$ cat config.mk
export PLATFORM = sky130hd
export DESIGN_NAME = modbus_meter_request_and_reply
export DESIGN_NICKNAME = d
export VERILOG_FILES = /design/src/design/mbm_pkg.sv /design/src/design/mbm_reply.sv /design/src/design/mbm_tx.sv /design/src/design/modbus_meter_request_and_reply.sv
export SDC_FILE = /design/constraint.sdc
export NUM_CORES = 1
export LEC_CHECK = 0
export BUFFER_PORTS_ARGS = -buffer_cell sky130_fd_sc_hd__buf_4
export CORE_MARGIN = 5
export CORE_UTILIZATION = 51
export DETAILED_ROUTE_END_ITERATION = 10
export GPL_TIMING_DRIVEN = 0
export HOLD_SLACK_MARGIN = 0.06
export PLACE_DENSITY = 0.75
export SLEW_MARGIN = 20
export SYNTH_ARGS = -nofsm -noshare
export SYNTH_HDL_FRONTEND = slang
export SYNTH_SLANG_ARGS = --single-unit
$ cat constraint.sdc
create_clock -name i_clk -period 3 [get_ports i_clk]
set_clock_uncertainty 0.1 [all_clocks]
set_input_delay 0.6 -clock i_clk [delete_from_list [all_inputs] [get_ports i_clk]]
set_output_delay 0.6 -clock i_clk [all_outputs]
set_load 0.1 [all_outputs]
$ cat src/design/mbm_pkg.sv
// shared types, codes and crc helper for the modbus meter request/reply block
// no dependencies; imported by mbm_reply, mbm_tx and modbus_meter_request_and_reply
package mbm_pkg;

    localparam int LEN_W            = 7;
    localparam int MAX_REPLY_BYTES  = 64;
    localparam logic [LEN_W-1:0] REPLY_LENGTH_RESET = 7'd25;
    localparam logic [LEN_W-1:0] MAX_LEN = 7'(MAX_REPLY_BYTES);

    localparam logic [7:0]  SLAVE_ADDR      = 8'hf8;
    localparam logic [7:0]  FUNC_READ_INPUT = 8'h04;
    localparam logic [15:0] CRC_INIT        = 16'hffff;
    localparam logic [15:0] CRC_POLY        = 16'ha001;

    typedef enum logic {
        OP_REQUEST = 1'b0,
        OP_REPLY   = 1'b1
    } t_opcode;

    typedef enum logic {
        KIND_TX      = 1'b0,
        KIND_VERDICT = 1'b1
    } t_kind;

    typedef enum logic [1:0] {
        ST_OK    = 2'd0,
        ST_SHORT = 2'd1,
        ST_CRC   = 2'd2
    } t_status;

    typedef struct packed {
        t_status     status;
        logic [15:0] voltage;
        logic [31:0] current;
        logic [31:0] power;
        logic [15:0] frequency;
    } t_verdict;

    // crc-16/modbus, one byte, lsb first
    function automatic logic [15:0] crc_byte(input logic [15:0] crc, input logic [7:0] b);
        logic [15:0] c;
        c = crc ^ {8'h00, b};
        for (int i = 0; i < 8; i++) begin
            if (c[0]) begin
                c = (c >> 1) ^ CRC_POLY;
            end else begin
                c = c >> 1;
            end
        end
        return c;
    endfunction

    // crc after the fixed slave and function bytes
    localparam logic [15:0] CRC_SEED = crc_byte(crc_byte(CRC_INIT, SLAVE_ADDR), FUNC_READ_INPUT);

    // crc fold position: bytes 2..5 of the frame, done when it reaches 6
    localparam logic [2:0] CPOS_FIRST = 3'd2;
    localparam logic [2:0] CPOS_DONE  = 3'd6;
    localparam logic [2:0] IDX_LAST   = 3'd7;

endpackage

$ cat src/design/mbm_reply.sv
// reply side: running crc, byte count and measurement stores, plus the verdict
// depends on mbm_pkg
module mbm_reply
    import mbm_pkg::*;
(
    input  logic             i_clk,
    input  logic             i_rst_n,
    input  logic             i_byte_en,
    input  logic [7:0]       i_byte,
    input  logic             i_clear,
    input  logic [LEN_W-1:0] i_len,
    output t_verdict         o_verdict
);

    logic [15:0]      r_crc;
    logic [LEN_W-1:0] r_count;
    logic [15:0]      r_voltage;
    logic [31:0]      r_current;
    logic [31:0]      r_power;
    logic [15:0]      r_frequency;

    logic take;
    assign take = i_byte_en && (r_count < i_len);

    always_ff @(posedge i_clk) begin
        if (!i_rst_n || i_clear) begin
            r_crc       <= CRC_INIT;
            r_count     <= '0;
            r_voltage   <= '0;
            r_current   <= '0;
            r_power     <= '0;
            r_frequency <= '0;
        end else if (take) begin
            r_crc   <= crc_byte(r_crc, i_byte);
            r_count <= r_count + 1'b1;
            // fixed byte offsets in the reply; 32-bit words come low word first
            case (r_count)
                7'd3:    r_voltage[15:8]    <= i_byte;
                7'd4:    r_voltage[7:0]     <= i_byte;
                7'd5:    r_current[15:8]    <= i_byte;
                7'd6:    r_current[7:0]     <= i_byte;
                7'd7:    r_current[31:24]   <= i_byte;
                7'd8:    r_current[23:16]   <= i_byte;
                7'd9:    r_power[15:8]      <= i_byte;
                7'd10:   r_power[7:0]       <= i_byte;
                7'd11:   r_power[31:24]     <= i_byte;
                7'd12:   r_power[23:16]     <= i_byte;
                7'd17:   r_frequency[15:8]  <= i_byte;
                7'd18:   r_frequency[7:0]   <= i_byte;
                default: ;
            endcase
        end
    end

    always_comb begin
        o_verdict = '0;
        if (r_count < i_len) begin
            o_verdict.status = ST_SHORT;
        end else if ((i_len >= 7'd2) && (r_crc != 16'h0000)) begin
            // residue over the whole frame including the crc bytes
            o_verdict.status = ST_CRC;
        end else begin
            o_verdict.status    = ST_OK;
            o_verdict.voltage   = r_voltage;
            o_verdict.current   = r_current;
            o_verdict.power     = r_power;
            o_verdict.frequency = r_frequency;
        end
    end

endmodule

$ cat src/design/mbm_tx.sv
// result register: serializes the 8-byte request frame or holds one verdict beat
// folds the request crc one byte per cycle; depends on mbm_pkg
module mbm_tx
    import mbm_pkg::*;
(
    input  logic        i_clk,
    input  logic        i_rst_n,
    input  logic        i_load_frame,
    input  logic        i_load_verdict,
    input  logic [15:0] i_addr,
    input  logic [15:0] i_count,
    input  t_verdict    i_verdict,
    output logic        o_free,
    output logic        o_valid,
    input  logic        i_ready,
    output t_kind       o_kind,
    output logic [7:0]  o_tx_byte,
    output logic        o_last,
    output t_verdict    o_verdict
);

    logic        r_busy;
    logic [2:0]  r_idx;
    logic [2:0]  r_cpos;
    t_kind       r_kind;
    logic [15:0] r_addr;
    logic [15:0] r_count;
    logic [15:0] r_crc;
    t_verdict    r_verdict;

    logic       last_beat;
    logic       pop;
    logic [7:0] fold_byte;

    assign last_beat = (r_kind == KIND_VERDICT) || (r_idx == IDX_LAST);
    assign pop       = r_busy && i_ready;
    assign o_free    = !r_busy || (pop && last_beat);

    always_ff @(posedge i_clk) begin
        if (!i_rst_n) begin
            r_busy <= 1'b0;
            r_idx  <= '0;
            r_cpos <= CPOS_DONE;
        end else begin
            if (i_load_frame || i_load_verdict) begin
                r_busy <= 1'b1;
                r_idx  <= '0;
            end else if (pop) begin
                if (last_beat) begin
                    r_busy <= 1'b0;
                end else begin
                    r_idx <= r_idx + 1'b1;
                end
            end
            if (i_load_frame) begin
                r_cpos <= CPOS_FIRST;
            end else if (r_cpos != CPOS_DONE) begin
                r_cpos <= r_cpos + 1'b1;
            end
        end
    end

    // the fold runs over bytes 2 to 5 and finishes before beat 6 can be shown
    always_comb begin
        case (r_cpos)
            3'd2:    fold_byte = r_addr[15:8];
            3'd3:    fold_byte = r_addr[7:0];
            3'd4:    fold_byte = r_count[15:8];
            3'd5:    fold_byte = r_count[7:0];
            default: fold_byte = 8'h00;
        endcase
    end

    always_ff @(posedge i_clk) begin
        if (i_load_frame) begin
            r_kind    <= KIND_TX;
            r_addr    <= i_addr;
            r_count   <= i_count;
            r_crc     <= CRC_SEED;
            r_verdict <= '0;
        end else begin
            if (i_load_verdict) begin
                r_kind    <= KIND_VERDICT;
                r_verdict <= i_verdict;
            end
            if (r_cpos != CPOS_DONE) begin
                r_crc <= crc_byte(r_crc, fold_byte);
            end
        end
    end

    always_comb begin
        o_tx_byte = 8'h00;
        if (r_kind == KIND_TX) begin
            case (r_idx)
                3'd0:    o_tx_byte = SLAVE_ADDR;
                3'd1:    o_tx_byte = FUNC_READ_INPUT;
                3'd2:    o_tx_byte = r_addr[15:8];
                3'd3:    o_tx_byte = r_addr[7:0];
                3'd4:    o_tx_byte = r_count[15:8];
                3'd5:    o_tx_byte = r_count[7:0];
                3'd6:    o_tx_byte = r_crc[7:0];
                3'd7:    o_tx_byte = r_crc[15:8];
                default: o_tx_byte = 8'h00;
            endcase
        end
    end

    assign o_valid   = r_busy;
    assign o_kind    = r_kind;
    assign o_last    = (r_kind == KIND_TX) && (r_idx == IDX_LAST);
    assign o_verdict = r_verdict;

endmodule

$ cat src/design/modbus_meter_request_and_reply.sv
// Modbus RTU read-input-registers master for a power meter, top level
// Input beats: request (opcode 0) or reply (opcode 1); a reply beat with rx_end
// set closes the reply. Output beats: 8 request frame bytes, or one verdict.
// Reply bytes produce no output and are taken every cycle, even while the
// output register is busy. A request or end-of-reply beat is taken when the
// output register is empty or its last beat is taken in the same cycle.
// The first output beat appears in the cycle after the input beat is taken.
// Throughput: one reply byte per cycle; a request occupies the output for 8
// beats, a verdict for 1, set by the single output register.
// The request crc is folded one byte per cycle behind that register.
// Reply length is written through i_cfg_we/i_cfg_data; the user must write it only
// while the block is idle, the block does not enforce this; lengths above 64 act as 64.
// Reset (synchronous, active low) empties the output, sets reply length to 25
// and clears the running crc, byte count and measurement stores.
// When the receiver stalls the current output beat holds unchanged.
// depends on mbm_pkg, mbm_reply, mbm_tx
module modbus_meter_request_and_reply
    import mbm_pkg::*;
(
    input  logic        i_clk,
    input  logic        i_rst_n,
    input  logic        i_cfg_we,
    input  logic [6:0]  i_cfg_data,
    input  logic        i_in_valid,
    output logic        o_in_ready,
    input  logic        i_opcode,
    input  logic [15:0] i_register_address,
    input  logic [15:0] i_register_count,
    input  logic [7:0]  i_rx_byte,
    input  logic        i_rx_end,
    output logic        o_out_valid,
    input  logic        i_out_ready,
    output logic        o_kind,
    output logic [7:0]  o_tx_byte,
    output logic        o_last,
    output logic [1:0]  o_status,
    output logic [15:0] o_voltage_tenths,
    output logic [31:0] o_current_milliamps,
    output logic [31:0] o_power_tenths,
    output logic [15:0] o_frequency_tenths
);

    logic [LEN_W-1:0] r_reply_length;
    logic [LEN_W-1:0] eff_len;

    logic     is_request;
    logic     is_byte;
    logic     is_end;
    logic     accept;
    logic     tx_free;
    t_kind    out_kind;
    t_verdict reply_verdict;
    t_verdict out_verdict;

    always_ff @(posedge i_clk) begin
        if (!i_rst_n) begin
            r_reply_length <= REPLY_LENGTH_RESET;
        end else if (i_cfg_we) begin
            r_reply_length <= i_cfg_data;
        end
    end

    assign eff_len = (r_reply_length > MAX_LEN) ? MAX_LEN : r_reply_length;

    assign is_request = (i_opcode == OP_REQUEST);
    assign is_byte    = (i_opcode == OP_REPLY) && !i_rx_end;
    assign is_end     = (i_opcode == OP_REPLY) && i_rx_end;

    // plain reply bytes never need the output register
    assign o_in_ready = is_byte || tx_free;
    assign accept     = i_in_valid && o_in_ready;

    mbm_reply u_reply (
        .i_clk     (i_clk),
        .i_rst_n   (i_rst_n),
        .i_byte_en (accept && is_byte),
        .i_byte    (i_rx_byte),
        .i_clear   (accept && !is_byte),
        .i_len     (eff_len),
        .o_verdict (reply_verdict)
    );

    mbm_tx u_tx (
        .i_clk          (i_clk),
        .i_rst_n        (i_rst_n),
        .i_load_frame   (accept && is_request),
        .i_load_verdict (accept && is_end),
        .i_addr         (i_register_address),
        .i_count        (i_register_count),
        .i_verdict      (reply_verdict),
        .o_free         (tx_free),
        .o_valid        (o_out_valid),
        .i_ready        (i_out_ready),
        .o_kind         (out_kind),
        .o_tx_byte      (o_tx_byte),
        .o_last         (o_last),
        .o_verdict      (out_verdict)
    );

    assign o_kind              = out_kind;
    assign o_status            = out_verdict.status;
    assign o_voltage_tenths    = out_verdict.voltage;
    assign o_current_milliamps = out_verdict.current;
    assign o_power_tenths      = out_verdict.power;
    assign o_frequency_tenths  = out_verdict.frequency;

`ifndef SYNTHESIS
    a_request_starts_frame: assert property (@(posedge i_clk) disable iff (!i_rst_n)
        (i_in_valid && o_in_ready && (i_opcode == OP_REQUEST)) |=>
        (o_out_valid && (o_kind == KIND_TX) && (o_tx_byte == SLAVE_ADDR) && !o_last))
        else $error("request beat did not start a frame");

    a_end_gives_verdict: assert property (@(posedge i_clk) disable iff (!i_rst_n)
        (i_in_valid && o_in_ready && (i_opcode == OP_REPLY) && i_rx_end) |=>
        (o_out_valid && (o_kind == KIND_VERDICT) && !o_last))
        else $error("end-of-reply beat did not give a verdict");

    a_bad_verdict_no_data: assert property (@(posedge i_clk) disable iff (!i_rst_n)
        (o_out_valid && (o_kind == KIND_VERDICT) && (o_status != ST_OK)) |->
        ((o_voltage_tenths == 16'h0) && (o_current_milliamps == 32'h0) &&
         (o_power_tenths == 32'h0) && (o_frequency_tenths == 16'h0)))
        else $error("failed verdict carries measurements");
`endif

endmodule

==> results.sh <==
export IMPL_multiInputGateArea_um2=5400
export IMPL_dieArea_um2=25500
export IMPL_finalHoldWorstSlack_ns=0.134
export IMPL_clock_sinks=280
export IMPL_relSlewSlack=0.385
export IMPL_power_density_nw_per_um2=731
export IMPL_maxSlewViolCount=0
export IMPL_synth_edf_count=32
export IMPL_synth_xor_area_share=0.0366
export IMPL_drt_wirelength_per_cell_um=19.6
export IMPL_start_kind="flop"
export IMPL_cp_data_arrival_time_ns=2.29
export IMPL_synth_area_um2=11400
export IMPL_finalSetupViolCount=0
export IMPL_fin_crit_ns=2.99
export IMPL_worstMarginPinSlew_ns=0.923
export IMPL_ys_flop_type="dfxtp_1"
export IMPL_place_inst=1584
export IMPL_synth_common_cells="dfxtp_1 (248), nor2_1 (198), a22oi_1 (96)"
export IMPL_drtPass1Iterations=6
export IMPL_area_delta_synth_final_pct=27.8
export IMPL_fin_crit_sh=0.998
export IMPL_root_buffer="clkbuf_16"
export IMPL_nets=1423
export IMPL_grt_overflow=0
export IMPL_via_per_inst=5.78
export IMPL_status="finished, final reports clean"
export IMPL_synth_seq_cells=280
export IMPL_path_max_fanout=9
export IMPL_holdBufCountCts=0
export IMPL_io_buffers=162
export IMPL_fill_cells=1633
export IMPL_min_from="i_register_address[0]"
export IMPL_num_rows=54
export IMPL_grt_max_degree=42
export IMPL_clk_path_buf_depth=3
export IMPL_cts_tree="built"
export IMPL_cap_violations=0
export IMPL_layout_drive_gt1_share=0.239
export IMPL_die_w_um=160
export IMPL_synth_area_top_cells="dfxtp_1 (43%), edfxtp_1 (8.4%), mux2i_1 (8.3%)"
export IMPL_grtUsageTotal=0.239
export IMPL_synth_seq_area_share=0.519
export IMPL_rsz0062_at_grt="true"
export IMPL_synth_top_family_by_area="simple AND/OR/NAND/NOR gates"
export IMPL_required_ns=2.30
export IMPL_worstPathCellList="ha_4 -> buf_4 -> ha_4 -> a222oi_1 -> a41oi_2 -> buf_6"
export IMPL_crit_type="reg -> out"
export IMPL_slowest_delay_ns=0.40
export IMPL_vias=9550
export IMPL_yosysWarnings=0
export IMPL_core_area_um2=22000
export IMPL_numCtsBuffers=29
export IMPL_ff2ff_path_depth=9
export IMPL_clockPowerShare=0.348
export IMPL_comb_power_share=0.261
export IMPL_end_kind="primary output"
export IMPL_syn_area_per_cell_um2=10.0
export IMPL_finalHoldViolCount=0
export IMPL_clk_latency_ns=0.55
export IMPL_synth_simple_area_share=0.162
export IMPL_whs_path_depth=1
export IMPL_antenna_found_initial=0
export IMPL_dpl_hpwl_um=21900
export IMPL_clk_pin_slew_ns=0.06
export IMPL_start_util=0.520
export IMPL_grt_pass1_vias=9287
export IMPL_synth_compound_area_frac=0.136
export IMPL_syn_inst=1142
export IMPL_whs_endpoint="u_tx.r_addr[0]"
export IMPL_drt_iter0_markers=904
export IMPL_num_io_pins=164
export IMPL_fmax_mhz=334
export IMPL_p_sw_mw=3.23
export IMPL_place_gp_congestion=0.909
export IMPL_hp_class="in -> reg"
export IMPL_final_cells=1651
export IMPL_vdd_drop_max_mv=0.496
export IMPL_yosysMostFrequentCell="dfxtp_1"
export IMPL_p_sw_frac=0.303
export IMPL_yosysTopAreaCellShare=0.435
export IMPL_r2r_end="u_tx.r_crc[15]"
export IMPL_r2r_start="u_tx.r_cpos[1]"
export IMPL_synth_fa_ha_area_frac=0.0230
export IMPL_power_mw=10.7
export IMPL_cpMaxStageDelayCell="a222oi_1"
export IMPL_synth_nets=1217
export IMPL_synthMuxAreaShare=0.0853
export IMPL_cts_max_level=1
export IMPL_cpMostUsedCell="ha_4"
export IMPL_synth_area_leader_cell="dfxtp_1"
export IMPL_die_y_um=160
export IMPL_internal_power_mw=7.43
export IMPL_async_reset_ff_frac=0
export IMPL_tns_ns=0
export IMPL_reg2reg_slack_ns=0.07
export IMPL_grt_pass1_wl_um=50000
export IMPL_p_leak_nw=6.35
export IMPL_drc=0
export IMPL_seq_area_um2=5940
export IMPL_diodes=0
export IMPL_wl_um=32400
export IMPL_ys_types=59
export IMPL_antenna_left=0
export IMPL_pwr_share_seq=0.391
[flip-flops by register name, indices dropped and copies added (netlist names)]
| name | cells |
|---|---|
| u_tx.o_verdict | 98 |
| u_reply.r_frequency | 16 |
| u_reply.r_power | 32 |
| r_reply_length | 7 |
| u_tx.o_kind | 1 |
| u_tx.r_count | 16 |
| u_tx.r_addr | 16 |
| u_reply.r_count | 7 |
| u_tx.o_valid | 1 |
| u_reply.r_voltage | 16 |
| u_reply.r_current | 32 |
| u_tx.r_crc | 16 |
| u_tx.r_idx | 3 |
| u_reply.r_crc | 16 |
| u_tx.r_cpos | 3 |
[cells by family after synthesis]
family,after synthesis
simple gates,385
flops,280
compound gates,210
buf+inv,105
mux,97
fa+ha+maj,21
xor+xnor,44
[final cells by class]
type / instances / area share
Buffer: 77 / 0.0257
Multi-Input combinational cell: 757 / 0.370
Inverter: 16 / 0.00489
Sequential cell: 280 / 0.407
Clock inverter: 12 / 0.0107
Timing Repair Buffer: 187 / 0.0996
Clock buffer: 42 / 0.0579
Tap cell: 280 / 0.0240
[what timing repair did]
item                                    in CTS  in global routing
resized for setup                           78                 31
gates cloned                                 1                  0
endpoints found under the hold margin        0                  0
buffers inserted                            14                 10
endpoints found under the setup margin     243                178
pin swaps                                   15                 11
[cell usage in the layout (no fill, tap or decap), types with 5 or more instances in the layout]
| cell type | Yosys | final |
|---|---|---|
| nor2b_1 | 7 | 5 |
| buf_2 | 10 | 9 |
| clkbuf_1 | 73 | 59 |
| nand2_1 | 80 | 79 |
| nand3_1 | 26 | 26 |
| a41oi_2 | 0 | 5 |
| clkbuf_16 | 0 | 29 |
| mux2i_1 | 95 | 95 |
| buf_6 | 3 | 13 |
| ha_4 | 0 | 6 |
| clkinv_2 | 0 | 6 |
| a21oi_1 | 10 | 10 |
| a221oi_1 | 9 | 6 |
| a22o_1 | 16 | 16 |
| o211ai_1 | 11 | 11 |
| a22oi_1 | 96 | 96 |
| buf_4 | 0 | 178 |
| inv_1 | 14 | 12 |
| xnor2_1 | 28 | 27 |
| a21bo_2 | 8 | 9 |
| nand3b_1 | 6 | 6 |
| nor4bb_1 | 8 | 6 |
| o21ai_0 | 26 | 25 |
| dfxtp_1 | 248 | 244 |
| clkbuf_8 | 0 | 9 |
| ha_1 | 21 | 12 |
| a222oi_1 | 8 | 8 |
| nand4_1 | 11 | 11 |
| xor2_1 | 14 | 14 |
| edfxtp_1 | 32 | 32 |
| nor2_1 | 198 | 197 |
[power groups by stage]
stage               sequential (mW)  combinational (mW)  clock (mW)
CTS                            4.15                2.63        3.75
floorplan                      4.21                1.77           0
finish                         4.17                2.78        3.71
detailed placement             4.22                2.29           0
global route                   4.18                2.93        3.92
global placement               4.21                2.27           0
[critical path, delay by kind of cell, from the launching register on]
family / cells / cell delay, ns
AO/OA/AOI/OAI: 2 / 0.64
adder cells (fa/ha/maj): 2 / 0.38
buffers and inverters: 2 / 0.38
flip-flops: 1 / 0.36
[per-stage QoR]
stage	worst slack (ns)	cell area (um^2)	util
after floorplan	-0.542	11500	-
after global placement	-0.903	13000	0.593
after detailed placement	-0.967	13000	0.593
after CTS	-0.0728	14500	0.658
after global routing	-0.0719	14600	0.665
final	0.00679	14600	0.665
[layer usage]
metal | part of all wire | global-route usage | vias to the layer above
met4 | 0.030 | 0.0817 | 0
met3 | 0.072 | 0.0412 | 69
met2 | 0.49 | 0.410 | 400
met1 | 0.41 | 0.305 | 4599
li1 | - | - | 4482
met5 | 0 | 0 | -
[how the worst max path moves through the flow]
stage                       start           endpoint  cells past startpoint
floorplan           u_tx.r_idx[0]       o_tx_byte[1]                      7
global placement    u_tx.r_idx[0]  u_tx.o_verdict[4]                     10
detailed placement  u_tx.r_idx[0]  u_tx.o_verdict[2]                     10
CTS                 u_tx.r_idx[0]       o_tx_byte[1]                      7
global route        u_tx.r_idx[2]       o_tx_byte[5]                      5
finish              u_tx.r_idx[1]       o_tx_byte[5]                      6
Power figures use the tool's default switching activity.
